===== src/rtl/mcrg_pkg.sv =====
`default_nettype none

package mcrg_pkg;

    localparam int CFG_IDX_W  = 3;
    localparam int CFG_DATA_W = 11;

    localparam logic [CFG_IDX_W-1:0] CFG_OUT_WIDTH    = 3'd0;
    localparam logic [CFG_IDX_W-1:0] CFG_OUT_HEIGHT   = 3'd1;
    localparam logic [CFG_IDX_W-1:0] CFG_MCU_WIDTH    = 3'd2;
    localparam logic [CFG_IDX_W-1:0] CFG_MCU_HEIGHT   = 3'd3;
    localparam logic [CFG_IDX_W-1:0] CFG_MCUS_PER_ROW = 3'd4;
    localparam logic [CFG_IDX_W-1:0] CFG_MCUS_PER_COL = 3'd5;

    localparam int RST_OUT_WIDTH    = 96;
    localparam int RST_OUT_HEIGHT   = 96;
    localparam int RST_MCU_WIDTH    = 16;
    localparam int RST_MCU_HEIGHT   = 8;
    localparam int RST_MCUS_PER_ROW = 10;
    localparam int RST_MCUS_PER_COL = 15;

    // first MCU index beyond the input range; window stop saturates here
    localparam int BLOCK_LIMIT = 256;

    localparam int LUM_W = 24;
    localparam int POS_W = 14;
    localparam int IDX_W = 20;

    localparam logic [15:0] COEF_R = 16'd13933;
    localparam logic [15:0] COEF_G = 16'd46871;
    localparam logic [15:0] COEF_B = 16'd4732;

    typedef struct packed {
        logic [7:0]  block_col;
        logic [7:0]  block_row;
        logic [3:0]  pixel_row;
        logic [3:0]  pixel_col;
        logic [15:0] rgb_pixel;
    } t_in_item;

    typedef struct packed {
        logic [19:0] pixel_index;
        logic [7:0]  gray_level;
    } t_out_item;

    typedef struct packed {
        logic [7:0] start;
        logic [8:0] stop;
    } t_window;

endpackage

`default_nettype wire


===== src/rtl/mcu_crop_rgb565_to_gray.sv =====
`default_nettype none

// A kept item passes through the stage 1, stage 2 and output registers before it shows on o_item.
// Throughput: one item per cycle while busy is low, in a three-stage pipeline; no receiver stall.
// A configuration write recomputes the crop window with a bit-serial divider:
// busy is high and o_cfg_ready low while r_go is set and until both dividers return to idle.
// Reset (synchronous, active low) loads default registers and their window, empties the pipe.
module mcu_crop_rgb565_to_gray #(
    parameter int MAX_SIDE = 1024
) (
    input  wire                                   i_clk,
    input  wire                                   i_rst_n,
    input  wire                                   start,
    output logic                                  busy,
    input  wire mcrg_pkg::t_in_item               i_item,
    output logic                                  o_valid,
    output mcrg_pkg::t_out_item                   o_item,
    input  wire                                   i_cfg_valid,
    output logic                                  o_cfg_ready,
    input  wire [mcrg_pkg::CFG_IDX_W-1:0]         i_cfg_index,
    input  wire [mcrg_pkg::CFG_DATA_W-1:0]        i_cfg_data
);

    localparam int SIDE_W = $clog2(MAX_SIDE + 1);
    localparam int PROD_W = mcrg_pkg::POS_W + SIDE_W + 1;

    localparam int RST_W   = (MAX_SIDE < mcrg_pkg::RST_OUT_WIDTH)
                           ? MAX_SIDE : mcrg_pkg::RST_OUT_WIDTH;
    localparam int RST_H   = (MAX_SIDE < mcrg_pkg::RST_OUT_HEIGHT)
                           ? MAX_SIDE : mcrg_pkg::RST_OUT_HEIGHT;
    localparam int RST_KX  = RST_W / mcrg_pkg::RST_MCU_WIDTH;
    localparam int RST_KY  = RST_H / mcrg_pkg::RST_MCU_HEIGHT;
    localparam int RST_SX  = (RST_KX > mcrg_pkg::RST_MCUS_PER_ROW)
                           ? 0 : (mcrg_pkg::RST_MCUS_PER_ROW - RST_KX) / 2;
    localparam int RST_SY  = (RST_KY > mcrg_pkg::RST_MCUS_PER_COL)
                           ? 0 : (mcrg_pkg::RST_MCUS_PER_COL - RST_KY) / 2;
    localparam int RST_EX  = (RST_SX + RST_KX > mcrg_pkg::BLOCK_LIMIT)
                           ? mcrg_pkg::BLOCK_LIMIT : RST_SX + RST_KX;
    localparam int RST_EY  = (RST_SY + RST_KY > mcrg_pkg::BLOCK_LIMIT)
                           ? mcrg_pkg::BLOCK_LIMIT : RST_SY + RST_KY;

    // configuration
    logic [10:0] r_out_width;
    logic [10:0] r_out_height;
    logic [4:0]  r_mcu_width;
    logic [4:0]  r_mcu_height;
    logic [8:0]  r_mcus_per_row;
    logic [8:0]  r_mcus_per_col;
    logic        r_go;

    logic              n_cfg_wr;
    logic              n_accept;
    logic [SIDE_W-1:0] n_side_x;
    logic [SIDE_W-1:0] n_side_y;
    logic              win_x_busy;
    logic              win_y_busy;
    mcrg_pkg::t_window win_x;
    mcrg_pkg::t_window win_y;

    assign n_cfg_wr    = i_cfg_valid && o_cfg_ready;
    assign o_cfg_ready = !(win_x_busy || win_y_busy || r_go);
    assign busy        = !o_cfg_ready;
    assign n_accept    = start && !busy;

    assign n_side_x = (32'(r_out_width) > 32'(MAX_SIDE)) ? SIDE_W'(MAX_SIDE)
                                                        : SIDE_W'(r_out_width);
    assign n_side_y = (32'(r_out_height) > 32'(MAX_SIDE)) ? SIDE_W'(MAX_SIDE)
                                                         : SIDE_W'(r_out_height);

    always_ff @(posedge i_clk) begin
        if (!i_rst_n) begin
            r_out_width    <= 11'(mcrg_pkg::RST_OUT_WIDTH);
            r_out_height   <= 11'(mcrg_pkg::RST_OUT_HEIGHT);
            r_mcu_width    <= 5'(mcrg_pkg::RST_MCU_WIDTH);
            r_mcu_height   <= 5'(mcrg_pkg::RST_MCU_HEIGHT);
            r_mcus_per_row <= 9'(mcrg_pkg::RST_MCUS_PER_ROW);
            r_mcus_per_col <= 9'(mcrg_pkg::RST_MCUS_PER_COL);
            r_go           <= 1'b0;
        end else begin
            r_go <= n_cfg_wr;
            if (n_cfg_wr) begin
                case (i_cfg_index)
                    mcrg_pkg::CFG_OUT_WIDTH:    r_out_width    <= i_cfg_data;
                    mcrg_pkg::CFG_OUT_HEIGHT:   r_out_height   <= i_cfg_data;
                    mcrg_pkg::CFG_MCU_WIDTH:    r_mcu_width    <= i_cfg_data[4:0];
                    mcrg_pkg::CFG_MCU_HEIGHT:   r_mcu_height   <= i_cfg_data[4:0];
                    mcrg_pkg::CFG_MCUS_PER_ROW: r_mcus_per_row <= i_cfg_data[8:0];
                    mcrg_pkg::CFG_MCUS_PER_COL: r_mcus_per_col <= i_cfg_data[8:0];
                    default: ;
                endcase
            end
        end
    end

    mcrg_window #(
        .SIDE_W    (SIDE_W),
        .RST_START (RST_SX),
        .RST_STOP  (RST_EX)
    ) u_win_x (
        .i_clk    (i_clk),
        .i_rst_n  (i_rst_n),
        .i_go     (r_go),
        .i_side   (n_side_x),
        .i_msize  (r_mcu_width),
        .i_mcount (r_mcus_per_row),
        .o_busy   (win_x_busy),
        .o_win    (win_x)
    );

    mcrg_window #(
        .SIDE_W    (SIDE_W),
        .RST_START (RST_SY),
        .RST_STOP  (RST_EY)
    ) u_win_y (
        .i_clk    (i_clk),
        .i_rst_n  (i_rst_n),
        .i_go     (r_go),
        .i_side   (n_side_y),
        .i_msize  (r_mcu_height),
        .i_mcount (r_mcus_per_col),
        .o_busy   (win_y_busy),
        .o_win    (win_y)
    );

    // stage 1: window test, MCU offsets, color products
    logic                       n_keep;
    logic [7:0]                 n_r8;
    logic [7:0]                 n_g8;
    logic [7:0]                 n_b8;
    logic                       r_v1;
    logic [7:0]                 r_dx1;
    logic [7:0]                 r_dy1;
    logic [3:0]                 r_pcol1;
    logic [3:0]                 r_prow1;
    logic [mcrg_pkg::LUM_W-1:0] r_pr1;
    logic [mcrg_pkg::LUM_W-1:0] r_pg1;
    logic [mcrg_pkg::LUM_W-1:0] r_pb1;

    always_comb begin
        n_keep = ({1'b0, i_item.pixel_col} < r_mcu_width)
              && ({1'b0, i_item.pixel_row} < r_mcu_height)
              && (i_item.block_col >= win_x.start)
              && ({1'b0, i_item.block_col} < win_x.stop)
              && (i_item.block_row >= win_y.start)
              && ({1'b0, i_item.block_row} < win_y.stop);
        n_r8 = {i_item.rgb_pixel[15:11], 3'b000};
        n_g8 = {i_item.rgb_pixel[10:5], 2'b00};
        n_b8 = {i_item.rgb_pixel[4:0], 3'b000};
    end

    // stage 2: pixel coordinates, luminance sum
    logic [mcrg_pkg::POS_W-1:0] n_x2;
    logic [mcrg_pkg::POS_W-1:0] n_y2;
    logic [mcrg_pkg::LUM_W-1:0] n_sum2;
    logic                       r_v2;
    logic [mcrg_pkg::POS_W-1:0] r_x2;
    logic [mcrg_pkg::POS_W-1:0] r_y2;
    logic [7:0]                 r_gray2;

    always_comb begin
        n_x2 = mcrg_pkg::POS_W'(r_dx1) * mcrg_pkg::POS_W'(r_mcu_width)
             + mcrg_pkg::POS_W'(r_pcol1);
        n_y2 = mcrg_pkg::POS_W'(r_dy1) * mcrg_pkg::POS_W'(r_mcu_height)
             + mcrg_pkg::POS_W'(r_prow1);
        n_sum2 = r_pr1 + r_pg1 + r_pb1;
    end

    // stage 3: flat index
    logic [PROD_W-1:0] n_idx3;
    logic              r_valid;
    mcrg_pkg::t_out_item r_out;

    assign n_idx3 = PROD_W'(r_y2) * PROD_W'(n_side_x) + PROD_W'(r_x2);

    always_ff @(posedge i_clk) begin
        if (!i_rst_n) begin
            r_v1    <= 1'b0;
            r_v2    <= 1'b0;
            r_valid <= 1'b0;
        end else begin
            r_v1    <= n_accept && n_keep;
            r_v2    <= r_v1;
            r_valid <= r_v2;
        end
        r_dx1   <= i_item.block_col - win_x.start;
        r_dy1   <= i_item.block_row - win_y.start;
        r_pcol1 <= i_item.pixel_col;
        r_prow1 <= i_item.pixel_row;
        r_pr1   <= mcrg_pkg::LUM_W'(mcrg_pkg::COEF_R) * mcrg_pkg::LUM_W'(n_r8);
        r_pg1   <= mcrg_pkg::LUM_W'(mcrg_pkg::COEF_G) * mcrg_pkg::LUM_W'(n_g8);
        r_pb1   <= mcrg_pkg::LUM_W'(mcrg_pkg::COEF_B) * mcrg_pkg::LUM_W'(n_b8);
        r_x2    <= n_x2;
        r_y2    <= n_y2;
        r_gray2 <= n_sum2[23:16];
        r_out   <= '{pixel_index: n_idx3[mcrg_pkg::IDX_W-1:0], gray_level: r_gray2};
    end

    assign o_valid = r_valid;
    assign o_item  = r_out;

`ifndef SYNTHESIS
    a_cfg_recompute: assert property (@(posedge i_clk) disable iff (!i_rst_n)
        (i_cfg_valid && o_cfg_ready) |=> busy)
        else $error("window recompute not started after config write");

    a_result_has_item: assert property (@(posedge i_clk) disable iff (!i_rst_n)
        o_valid |-> $past(start && !busy, 3))
        else $error("result without an accepted item");

    a_gray_range: assert property (@(posedge i_clk) disable iff (!i_rst_n)
        o_valid |-> (o_item.gray_level <= 8'd250))
        else $error("luminance out of range");

    a_no_accept_busy: assert property (@(posedge i_clk) disable iff (!i_rst_n)
        (win_x_busy || win_y_busy) |-> !n_accept)
        else $error("item accepted during window recompute");
`endif

endmodule

`default_nettype wire


===== src/rtl/mcrg_window.sv =====
`default_nettype none

module mcrg_window #(
    parameter int SIDE_W    = 11,
    parameter int RST_START = 0,
    parameter int RST_STOP  = 0
) (
    input  wire                  i_clk,
    input  wire                  i_rst_n,
    input  wire                  i_go,
    input  wire [SIDE_W-1:0]     i_side,
    input  wire [4:0]            i_msize,
    input  wire [8:0]            i_mcount,
    output logic                 o_busy,
    output mcrg_pkg::t_window    o_win
);

    localparam int CNT_W = $clog2(SIDE_W);
    localparam int CMP_W = (SIDE_W > 9) ? SIDE_W : 9;
    localparam int SUM_W = CMP_W + 1;

    typedef enum logic [1:0] {
        ST_IDLE,
        ST_DIVIDE,
        ST_FINISH
    } t_state;

    t_state             r_state;
    logic [CNT_W-1:0]   r_count;
    logic [SIDE_W-1:0]  r_quo;
    logic [5:0]         r_rem;
    mcrg_pkg::t_window  r_win;

    logic [5:0]         n_rem_sh;
    logic               n_bit;
    logic [5:0]         n_rem;
    logic [SIDE_W-1:0]  n_keep;
    logic [CMP_W-1:0]   n_diff;
    logic [7:0]         n_start;
    logic [SUM_W-1:0]   n_stop_full;
    logic [8:0]         n_stop;

    // restoring division, one quotient bit per cycle
    always_comb begin
        n_rem_sh = {r_rem[4:0], r_quo[SIDE_W-1]};
        n_bit    = (n_rem_sh >= {1'b0, i_msize});
        n_rem    = n_bit ? (n_rem_sh - {1'b0, i_msize}) : n_rem_sh;
    end

    always_comb begin
        n_keep = (i_msize == 5'd0) ? '0 : r_quo;
        if (CMP_W'(n_keep) > CMP_W'(i_mcount)) begin
            n_diff = '0;
        end else begin
            n_diff = CMP_W'(i_mcount) - CMP_W'(n_keep);
        end
        n_start     = 8'(n_diff >> 1);
        n_stop_full = SUM_W'(n_start) + SUM_W'(n_keep);
        n_stop      = (n_stop_full > SUM_W'(mcrg_pkg::BLOCK_LIMIT))
                    ? 9'(mcrg_pkg::BLOCK_LIMIT) : n_stop_full[8:0];
    end

    always_ff @(posedge i_clk) begin
        if (!i_rst_n) begin
            r_state <= ST_IDLE;
            r_win   <= '{start: 8'(RST_START), stop: 9'(RST_STOP)};
        end else begin
            case (r_state)
                ST_IDLE: begin
                    if (i_go) begin
                        r_quo   <= i_side;
                        r_rem   <= '0;
                        r_count <= CNT_W'(SIDE_W - 1);
                        r_state <= ST_DIVIDE;
                    end
                end
                ST_DIVIDE: begin
                    r_rem   <= n_rem;
                    r_quo   <= {r_quo[SIDE_W-2:0], n_bit};
                    r_count <= r_count - 1'b1;
                    if (r_count == '0) begin
                        r_state <= ST_FINISH;
                    end
                end
                ST_FINISH: begin
                    r_win   <= '{start: n_start, stop: n_stop};
                    r_state <= ST_IDLE;
                end
                default: begin
                    r_state <= ST_IDLE;
                end
            endcase
        end
    end

    assign o_busy = (r_state != ST_IDLE);
    assign o_win  = r_win;

endmodule

`default_nettype wire


===== config.mk =====
export PLATFORM = sky130hd
export DESIGN_NAME = mcu_crop_rgb565_to_gray
export DESIGN_NICKNAME = d
export VERILOG_FILES = /design/src/rtl/mcrg_pkg.sv /design/src/rtl/mcu_crop_rgb565_to_gray.sv /design/src/rtl/mcrg_window.sv
export SDC_FILE = /design/constraint.sdc
export NUM_CORES = 1
export LEC_CHECK = 0
export BUFFER_PORTS_ARGS = -buffer_cell sky130_fd_sc_hd__buf_2
export CORE_MARGIN = 4
export CORE_UTILIZATION = 50
export CTS_BUF_LIST = sky130_fd_sc_hd__clkbuf_8
export DETAILED_ROUTE_END_ITERATION = 16
export PLACE_DENSITY = 0.67
export SLEW_MARGIN = 10
export SYNTH_ARGS = -nofsm -noshare
export SYNTH_HDL_FRONTEND = slang
export SYNTH_SLANG_ARGS = --single-unit

===== constraint.sdc =====
create_clock -name i_clk -period 6.01 [get_ports i_clk]
set_input_delay 1.5025 -clock i_clk [delete_from_list [all_inputs] [get_ports i_clk]]
set_output_delay 1.5025 -clock i_clk [all_outputs]
set_load 0.02 [all_outputs]

Word level (Yosys, flattened, before mapping)
Index checks and enable logic that the tools add are counted.
Widths: inputs -> output; s select.
{"block": "classes", "muxes": 25, "n_eq_ne": 13, "multipliers": 6, "magnitude_cmp": 14, "addsub": 15, "n_reduce_logical": 32}
{"op": "$mux 11", "count": 6}
{"op": "$pmux 11 s2", "count": 2}
{"op": "$mux 9", "count": 4}
{"op": "$add 13x4->14", "count": 2}
{"op": "$mul 8x5->13", "count": 2}
{"op": "$add 22x24->24", "count": 1}
{"op": "$add 24x21->24", "count": 1}
{"op": "$add 8x11->12", "count": 2}
{"op": "$gt 12x9->1 const B", "count": 2}
{"op": "$gt 11x11->1 const B", "count": 2}
{"op": "$gt 11x9->1", "count": 2}
{"op": "$mul 16x6->22 const A", "count": 1}
{"op": "$add 20x14->20", "count": 1}
{"op": "$mul 14x11->20", "count": 1}
{"op": "$pmux 5 s2", "count": 2}
{"op": "$mul 14x5->19 const A", "count": 1}
{"op": "$lt 8x9->1", "count": 2}
{"op": "$sub 9x9->9", "count": 2}
{"op": "$ge 8x8->1", "count": 2}
{"op": "$mul 11x5->16 const A", "count": 1}
{"op": "$pmux 4 s2", "count": 2}
{"op": "$reduce_and 2->1", "count": 8}
{"op": "$sub 8x8->8", "count": 2}
{"op": "$mux 5", "count": 3}
{"op": "other kinds (23)", "count": 51}
{"block": "totals", "input_bits": 58, "elab_cells": 139, "output_inout_bits": 31, "ff_bits": 277}

Longest topological paths before layout
{"block": "depth", "ltp_word": 7, "ltp_mapped": 23, "mapped_depth_nobuf": 23}

Modules after synthesis
Synthesis repeated with hierarchy kept, for this count alone.
{"block": "unflattened", "cells_unflattened": 2602, "area_unflattened_um2": 23776.6}
{"module": "mcu_crop_rgb565_to_gray", "instances": 1, "area_each_um2": 17973.5, "seq_area_each_um2": 3963.8, "cells_per_inst": 1914}
{"module": "mcrg_window (u_win_x)", "instances": 1, "area_each_um2": 2927.8, "seq_area_each_um2": 980.9, "cells_per_inst": 346}
{"module": "mcrg_window (u_win_y)", "instances": 1, "area_each_um2": 2875.3, "seq_area_each_um2": 980.9, "cells_per_inst": 342}

Worst setup path before layout
OpenSTA, ideal clock, no wires.
{"block": "synth_timing", "path_kind": "reg2reg", "from": "register r_out_width[10]", "to": "register r_out (netlist bit o_item[27])", "setup_ns": 0.121, "path_stages_with_launch": 21, "period_less_slack_ns": 5.501, "path_slack_ns": 0.509, "required_ns": 5.889, "t_arrival_ns": 5.381, "path_buffers": 2, "cell_sequence": "dfxtp_1 clkbuf_1 nor2b_1 clkbuf_1 nand2_1 fa_1 inv_1 fa_1 fa_1 fa_1 inv_1 fa_1 inv_1 ha_1 a21oi_1 o21ai_0 nand2_1 o21ai_0 o41ai_1 o21ai_0 xnor2_1"}
{"block": "synth_between", "elab_chain_len": 4}
{"item": "start: declaration", "line_no": "mcu_crop_rgb565_to_gray.sv:43", "text": "logic [10:0] r_out_width;"}
{"item": "start signal: assignment", "line_no": "mcu_crop_rgb565_to_gray.sv:72", "text": "r_out_width <= 11'(mcrg_pkg::RST_OUT_WIDTH);"}
{"item": "start signal: assignment", "line_no": "mcu_crop_rgb565_to_gray.sv:83", "text": "mcrg_pkg::CFG_OUT_WIDTH: r_out_width <= i_cfg_data;"}
{"item": "$gt 11x11->1", "line_no": "mcu_crop_rgb565_to_gray.sv:65", "text": "assign n_side_x = (32'(r_out_width) > 32'(MAX_SIDE)) ? SIDE_W'(MAX_SIDE)"}
{"item": "$mux 11 *", "line_no": "mcu_crop_rgb565_to_gray.sv:65"}
{"item": "$mul 14x11->20 *", "line_no": "mcu_crop_rgb565_to_gray.sv:173", "text": "assign n_idx3 = PROD_W'(r_y2) * PROD_W'(n_side_x) + PROD_W'(r_x2);"}
{"item": "$add 20x14->20 *", "line_no": "mcu_crop_rgb565_to_gray.sv:173"}
{"item": "named net n_idx3[19]", "line_no": "mcu_crop_rgb565_to_gray.sv:169", "text": "logic [PROD_W-1:0] n_idx3;"}
{"item": "end signal: assignment", "line_no": "mcu_crop_rgb565_to_gray.sv:195", "text": "r_out <= '{pixel_index: n_idx3[mcrg_pkg::IDX_W-1:0], gray_level: r_gray2};"}
{"item": "end: declaration", "line_no": "mcu_crop_rgb565_to_gray.sv:171", "text": "mcrg_pkg::t_out_item r_out;"}
Mark *: on every way through the listed nets, which the timed path passes. The rest lies on a longest branch.
A chain may end at the register's enable or synchronous reset.

Worst setup path in the final report
Ends and elaborated chain as after synthesis.

==> flow_metrics.py <==
metrics = {
    "run_status": {
        "status": "complete, no violations",
    },
    "sta": {
        "fin_skew_ps": 34.68,
        "fin_crit_sh_pct": 95.20,
        "worstMarginPinSlew_ps": 1135,
        "fmax_mhz": 174.8,
        "rsz0062_at_grt": "false",
        "final-setup-viol-count": 0,
        "slew-limit-headroom_pct": 24.15,
        "min_period_ps": 5722,
        "hold_violations": 0,
        "final.setup.tns_ps": 0,
        "slew_violations": 0,
    },
    "clocking": {
        "cts_sinks": 276,
        "cts_hold_buf": 0,
        "cts.path.max_buffers": 3,
        "clk_pin_slew_worst_paths_ps": 60,
        "numCtsBuffers": 51,
        "cts_root_buf": "clkbuf_8",
        "htree_num_levels": 2,
        "postCtsSetupBuffers": 0,
        "clk_latency_ps": 640,
        "cts_tree": "built",
        "cts_resized": 0,
    },
    "route": {
        "routed_wl_um": 54630,
        "wire_per_inst_um": 16.44,
        "vias": 17390,
        "wl_met2_um": 24660,
        "drt-met1-wl_um": 26110,
        "met3_length_um": 2730,
        "firstDrtPassIters": 5,
        "top_layer": "met4",
        "drt_iter0_drc": 1058,
        "via_per_inst": 5.232,
        "final_antenna_net_count": 0,
        "drc_errors": 0,
    },
    "logic_synthesis": {
        "async_reset_ff_share_pct": 0,
        "yosysUniqueCellTypes": 67,
        "synth_edf_count": 40,
        "synth-main-ff-cell": "dfxtp_1",
        "ys_warn_count": 0,
        "syn_nets": 3160,
        "yosysSeqAreaShare_pct": 25.42,
        "ys_ff_latch": 276,
        "syn-cell-area_um2": 23310,
        "syn_avg_cell_area_um2": 9.069,
        "syn_inst": 2570,
    },
    "grt": {
        "grt_pass1_wl_um": 90160,
        "grt_max_degree": 63,
        "grt_remaining_overflow": 0,
        "grt_pass1_vias": 17750,
        "gr-usage-all-layers_pct": 21.99,
        "grt_antenna_before_repair": 2,
    },
    "cells_and_area": {
        "nNetsFinal": 3268,
        "syn2layout_area_growth_pct": 10.29,
        "final_common_cell": "inv_1",
        "n_fill_cell": 4175,
        "mostFrequentLayoutCells": "inv_1 (420), ha_1 (317), nand2_1 (315)",
        "instances_no_fill": 3323,
        "drive_gt1_share_pct": 8.857,
    },
    "die": {
        "die_w_um": 223.9,
        "dieArea_um2": 50140,
        "io_pins": 89,
        "num_rows": 78,
        "die_h_um": 223.9,
        "core-area_um2": 45770,
        "start_util_pct": 50.92,
    },
    "critical_path": {
        "cp-start-kind": "register",
        "crit_type": "register to register",
        "r2r_cells": 20,
        "r2r_setup_slack_ps": 290,
        "critical_path_arrival_ps": 6220,
        "endpoint_kind": "register",
        "crit_required_ps": 6510,
        "critical_path.max_fanout": 15,
    },
    "placement": {
        "gp_congestion": 0.9162,
        "portBuffers": 88,
        "dp_hpwl_um": 43960,
        "dp_cells": 3225,
    },
    "job": {
        "cap_viol_max_count": 0,
    },
    "hold_path": {
        "hp-class": "register to register",
        "worstHoldPathCells": 0,
    },
    "pwr": {
        "peakVddDrop_mv": 0.4036,
        "powerDensity_nw_per_um2": 327.7,
        "leakage_uw": 0.01257,
    },
}
kinds of logic (layout without fill, tap and decap cells):
kind of cell             Yosys count  count (layout)  synth area share [%]
AND/OR/NAND/NOR                  786             786                 15.96
adder cells (fa/ha/maj)          532             532                 35.48
buffers and inverters            481             632                 7.800
AO/OA/AOI/OAI                    354             354                 9.920
flip-flops                       276             276                 25.42
XOR/XNOR                         120             120                 4.509
multiplexers                      21              21                0.9018
other                              0               2                     0
worst max-delay path, cell delays in order, from the launching register on:
cell and delay (ps):
dfxtp_1 440, buf_4 230, nor2b_1 110, buf_4 210
nand2_1 100, fa_1 510, inv_1 50, fa_1 530
fa_1 440, fa_1 550, inv_1 50, fa_1 530
inv_1 40, ha_1 340, a21oi_1 300, o21ai_0 200
nand2_1 100, o21ai_0 170, o41ai_2 360, o21ai_0 190
xnor2_1 150
report_power, final:
group / internal (uW) / switching [uW]
clock: 1210 / 883
combinational: 1640 / 2210
sequential: 2250 / 227
layout make-up:
class / count / area, um^2 / share of cell area (%)
repair buffers: 124 / 710.7 / 2.765
clock inverters: 37 / 365.4 / 1.421
flip-flops and latches: 276 / 5926 / 23.05
well taps: 600 / 750.7 / 2.920
diodes: 2 / 5.005 / 0.01947
clock buffers: 59 / 812.0 / 3.159
multi-input cells: 1813 / 15590 / 60.65
inverters: 412 / 1546 / 6.016
metal layers:
metal	up-vias	GRT usage, %
met3	75	3.053
met5	-	0
met2	368	35.35
met1	8366	31.47
li1	8577	-
met4	0	5.767
final timing paths:
path	startpoint	end
setup / recovery	r_out_width[10]	o_item[27]
hold / removal	r_gray2[0]	o_item[0]
setup reg to reg	r_out_width[10]	o_item[27]
hold reg to reg	r_gray2[0]	o_item[0]
state kept, by name, summed over array words and instances (netlist names), 14 cells and up:
signal,cells
r_x2,14
u_win_y.o_win,17
r_pr1,19
r_pb1,16
r_pg1,21
u_win_x.o_win,17
o_item,28
r_y2,14
through the flow:
step	util (%)	total power (uW)	area [um^2]	hold WS [ps]	worst slack [ps]
2_1_floorplan	-	5352	23310	309.6	508.6
3_3_place_gp	53.56	6240	24510	310.5	288.7
3_5_place_dp	53.56	6345	24510	317.4	236.0
4_1_cts	56.13	8503	25690	330.7	236.0
5_1_grt	56.16	9163	25700	332.3	5.600
6_report	56.16	8423	25710	328.0	288.3
synthesized netlist by cell type (12+ instances only):
| cell type | n | area (um^2) |
|---|---|---|
| inv_1 | 411 | 1543 |
| nand3_1 | 32 | 160.2 |
| o21a_1 | 14 | 105.1 |
| a211oi_1 | 14 | 105.1 |
| and2_1 | 96 | 600.6 |
| xnor2_1 | 96 | 840.8 |
| edfxtp_1 | 40 | 1201 |
| clkbuf_1 | 58 | 217.7 |
| nor3_1 | 59 | 295.3 |
| a31o_2 | 12 | 105.1 |
| nor2b_1 | 35 | 219.0 |
| nand2b_1 | 22 | 137.6 |
| nand2_1 | 315 | 1182 |
| fa_1 | 215 | 4304 |
| nor2_1 | 147 | 551.8 |
| a21oi_1 | 113 | 565.5 |
| a21o_1 | 40 | 300.3 |
| mux2i_1 | 21 | 210.2 |
| o211ai_1 | 16 | 120.1 |
| ha_1 | 317 | 3966 |
| nand4_1 | 12 | 75.07 |
| o21bai_1 | 15 | 112.6 |
| dfxtp_1 | 236 | 4725 |
| xor2_1 | 24 | 210.2 |
| and3_1 | 15 | 93.84 |
| o21ai_0 | 62 | 310.3 |
(Power assumes the default switching activity.)
